<file path="src/sv/scb_pkg.sv">
// Shared command and status types for the sprite collision bitmap block.
package scb_pkg;

  // Commands from the controller to the datapath
  typedef struct packed {
    logic load_in;     // capture the accepted input beat
    logic calc;        // form screen position, map address and qualifier
    logic rd_en;       // read the occupancy bit
    logic commit;      // update map and flag, load a pixel result
    logic clr_wr;      // write one map entry to zero and advance the sweep
    logic load_clear;  // load the result of a clear beat
  } cmd_t;

  // Status from the datapath to the controller
  typedef struct packed {
    logic clr_last;  // sweep counter sits on the last map entry
    logic out_free;  // output register can take a result this cycle
  } status_t;

endpackage

</file>
<file path="src/sv/scb_ctrl.sv">
// Controller state machine sequencing pixel checks and map clearing.
module scb_ctrl (
  input  logic             clk_i,
  input  logic             rst_ni,
  input  logic             in_valid_i,
  input  logic             func_i,
  input  scb_pkg::status_t status_i,
  output scb_pkg::cmd_t    cmd_o,
  output logic             in_stall_o
);

  localparam logic [2:0] S_INIT     = 3'd0;
  localparam logic [2:0] S_IDLE     = 3'd1;
  localparam logic [2:0] S_CALC     = 3'd2;
  localparam logic [2:0] S_READ     = 3'd3;
  localparam logic [2:0] S_CHECK    = 3'd4;
  localparam logic [2:0] S_CLR      = 3'd5;
  localparam logic [2:0] S_CLR_DONE = 3'd6;

  logic [2:0] state_q, state_d;

  // Next state and commands
  always_comb begin
    state_d    = state_q;
    cmd_o      = '0;
    in_stall_o = 1'b1;
    case (state_q)
      S_INIT: begin
        cmd_o.clr_wr = 1'b1;
        if (status_i.clr_last) begin
          state_d = S_IDLE;
        end
      end
      S_IDLE: begin
        in_stall_o = 1'b0;
        if (in_valid_i) begin
          cmd_o.load_in = 1'b1;
          state_d       = func_i ? S_CLR : S_CALC;
        end
      end
      S_CALC: begin
        cmd_o.calc = 1'b1;
        state_d    = S_READ;
      end
      S_READ: begin
        cmd_o.rd_en = 1'b1;
        state_d     = S_CHECK;
      end
      S_CHECK: begin
        if (status_i.out_free) begin
          cmd_o.commit = 1'b1;
          state_d      = S_IDLE;
        end
      end
      S_CLR: begin
        cmd_o.clr_wr = 1'b1;
        if (status_i.clr_last) begin
          state_d = S_CLR_DONE;
        end
      end
      S_CLR_DONE: begin
        if (status_i.out_free) begin
          cmd_o.load_clear = 1'b1;
          state_d          = S_IDLE;
        end
      end
      default: begin
        state_d = S_INIT;
      end
    endcase
  end

  // State register; reset starts the wiping sweep
  always_ff @(posedge clk_i or negedge rst_ni) begin
    if (!rst_ni) begin
      state_q <= S_INIT;
    end else begin
      state_q <= state_d;
    end
  end

endmodule

</file>
<file path="config.mk">
export PLATFORM = sky130hd
export DESIGN_NAME = scb_ctrl
export DESIGN_NICKNAME = d
export VERILOG_FILES = /design/src/sv/scb_pkg.sv /design/src/sv/scb_ctrl.sv
export SDC_FILE = /design/constraint.sdc
export NUM_CORES = 1
export LEC_CHECK = 0
export ABC_AREA = 1
export BUFFER_PORTS_ARGS = -buffer_cell sky130_fd_sc_hd__buf_2
export CAP_MARGIN = 20
export CORE_AREA = 10 10 47 49
export CTS_BUF_LIST = sky130_fd_sc_hd__clkbuf_8
export DETAILED_ROUTE_END_ITERATION = 10
export DIE_AREA = 0 0 57 59
export PLACE_DENSITY_LB_ADDON = 0.1
export SLEW_MARGIN = 20
export SYNTH_ARGS = -nofsm -noshare
export SYNTH_HDL_FRONTEND = slang
export SYNTH_SLANG_ARGS = --single-unit
</file>
<file path="constraint.sdc">
create_clock -name clk_i -period 1.6 [get_ports clk_i]
set_clock_uncertainty 0.1 [all_clocks]
set_input_delay 0.4 -clock clk_i [delete_from_list [all_inputs] [get_ports clk_i]]
set_output_delay 0.4 -clock clk_i [all_outputs]
set_load 0.01 [all_outputs]
</file>
==> impl_metrics.csv <==
group,metric,value,unit
status,status,"finished with violations",
status,violations,"negative setup slack",
placed_design,portBuffers,12,
cells_and_area,fin_util,36.9,%
clock_tree,numCtsBuffers,3,
grt,grt_antenna_before_repair,0,
job,maxCapViolations,0,
setup_path,critPathKind,"reg -> out",
sta,slew_headroom,90.7,%
sta,finalCritPeriodShare,100,%
synthesis,syn_area_per_cell,6.60,um2
setup_path,max_stage_delay,0.42,ns
pwr,ir_worst_vdd,0.000733,V
pwr,p_comb_share,64.3,%
grt,first_global_vias,336,
cells_and_area,antenna_cells,0,
clock_tree,cts_max_level,1,
sta,finalHoldViolations,0,
cells_and_area,top_regs,"state_q: 3 flops",
clock_tree,cts_tree,"built",
synthesis,post-synth-top-count-cell,"nand2_1",
synthesis,async_reset_ff_share,100,%
pwr,p_leak,0.292,nW
cells_and_area,largest_reg_flops,3,
cells_and_area,layout-drive-gt1-share,57.4,%
cells_and_area,finalNetCount,75,
grt,grt_pass1_wl,1480,um
pwr,p_int,0.000622,W
cells_and_area,syn_to_final_growth,78.0,%
setup_path,path_buf_inv,2,
sta,setup_viol,1,
setup_path,required,1.10,ns
setup_path,crit_path_end_kind,"output port",
cells_and_area,fin_area,517,um2
detailed_routing,vias_per_cell,4.04,
setup_path,crit_path_max_fanout,5,
synthesis,ys_ff_latch,3,
sta,tightestPinTransition,0.137,ns
synthesis,synthTopCellsByArea,"dfrtp_1 (26%), nand2_1 (14%), inv_1 (10%)",
setup_path,critPathArrivalTime,1.11,ns
setup_path,crit_chain,"inv_2 > nand2_4 > and3_2 > buf_6",
synthesis,synthesis.area,290,um2
sta,timing.fmax,622,MHz
placed_design,dpl.hpwl,628,um
setup_path,critPathSlowestCell,"dfrtp_2",
sta,setup_slack,-0.00680,ns
synthesis,synth_edf_count,0,
synthesis,synthTopCellsByCount,"nand2_1 (11), inv_1 (8), nand3_1 (5), dfrtp_1 (3), nor2_1 (3)",
cells_and_area,fin_cells,84,
detailed_routing,remaining_drc_errors,0,
clock_tree,clk-insertion-delay-late,0.21,ns
synthesis,synth_top_area_cell,"dfrtp_1",
floorplanning,dieHeight,59,um
pwr,power.switching,0.000470,W
floorplanning,io_pins,13,
placed_design,routabilityCongestion,0.671,
detailed_routing,routedWlPerCell,9.65,um
hold_path,hp-class,"in -> async",
detailed_routing,wirelength,811,um
floorplanning,die-area,3360,um2
clock_tree,root_buffer,"clkbuf_8",
synthesis,synthDistinctLibCells,14,
cells_and_area,regMostFlops,"state_q",
floorplanning,std_cell_rows,14,
detailed_routing,drt_iter0_drc,1,
pwr,powerDensity,2110,nW/um2
sta,grt_setup_unrepaired,"yes",
synthesis,ys_seq_area_share,25.9,%
grt,grt_overflow,0,
detailed_routing,first_pass_iters,4,
setup_path,crit_family,"flip-flops",
synthesis,synth_top_area_share,25.9,%
clock_tree,cts.sinks,3,
grt,grt_max_degree,8,
synthesis,synth.net_count,50,
placed_design,dp_cells,74,
pwr,power.share.clock,19.4,%
setup_path,worstSetupStartpointType,"register",
detailed_routing,ant_nets,0,
pwr,sw_frac_of_total,43.0,%
clock_tree,clockBufferDepth,2,
clock_tree,clk_pin_slew,0.03,ns
floorplanning,coreArea,1400,um2
synthesis,syn_inst,44,
detailed_routing,dr_total_vias,339,
synthesis,yosys_warnings,0,
sta,fin_crit,1.61,ns
synthesis,synth_top_flop_cell,"dfrtp_1",
floorplanning,fp.dieW,57,um
placed_design,dp_slack,0.141,ns
sta,final_max_slew_viol_count,0,
grt,grt_usage,5.42,%
floorplanning,start_util,20.7,%
pwr,p_seq_share,16.4,%
setup_path,rrSetupSlack,0.28,ns
placed_design,place_area,385,um2
cells by family (layout without fill, tap and decap cells):
family,after synthesis,after routing,synth area share [%]
AND/OR/NAND/NOR,29,29,57.8
buffers and inverters,10,34,12.9
AO/OA/AOI/OAI,2,2,3.45
flip-flops,3,3,25.9
cells in the final DEF, fill, tap and decap left out:
cell           Yosys  final
dlygate4sd3_1      0      1
inv_4              0      1
buf_4              0      6
nor2_4             2      2
nand2_1           11     10
nor2_1             3      2
nand2_2            2      2
nor3_1             2      1
nand3_1            5      5
buf_2              0     11
o21ai_0            2      2
clkbuf_8           0      3
nand3_4            0      1
inv_1              8      8
and3_2             1      1
nor3_2             0      1
inv_2              2      2
nand4_4            1      1
buf_6              0      2
nand2_4            0      1
dfrtp_2            0      3
nor2_2             1      2
area by class of cell:
cell class	instances	area, um2
clock buffers	3	41.3
clock inverters	1	3.75
fillers	173	885
inverters	10	40.0
multi-input cells	31	200
flip-flops and latches	3	78.8
well taps	16	20.0
repair buffers	20	133
path summary, 6_finish.rpt:
path / start / to / cells past startpoint
setup / recovery: state_q[0] / cmd_o[1] / 4
hold / removal: rst_ni / state_q[0] / 2
setup reg to reg: state_q[0] / state_q[1] / 8
hold reg to reg: state_q[1] / state_q[1] / 2
max in group asynchronous: rst_ni / state_q[2] / 2
min in group clk_i: state_q[1] / state_q[1] / 2
through the flow:
stage           TNS, ns  power [W]  hold WS, ns
2_1_floorplan         0   0.000527      0.00441
4_1_cts         -0.0810    0.00103        0.406
3_3_place_gp          0   0.000704       0.0989
5_1_grt          -0.252    0.00121        0.405
6_report       -0.00680    0.00109        0.412
3_5_place_dp          0   0.000696       0.0982
power by group through the flow:
stage	sequential, W	combinational, W	clock [W]
floorplan	0.000156	0.000371	0
global placement	0.000167	0.000536	0
detailed placement	0.000167	0.000529	0
CTS	0.000170	0.000639	0.000217
global route	0.000185	0.000788	0.000234
finish	0.000179	0.000702	0.000211
per-layer routing:
layer	track usage, %	wire (um)
met5	0	0
met4	5.03	0
met3	1.72	37
met2	8.22	394
met1	5.86	379
repair_timing:
item,4_1_cts,5_1_grt
setup endpoints to repair,4,7
buffers inserted,3,2
gates resized for setup,6,6
pin swaps,1,2
hold buffers,1,0
hold endpoints to repair,3,0
(Power assumes the default switching activity.)
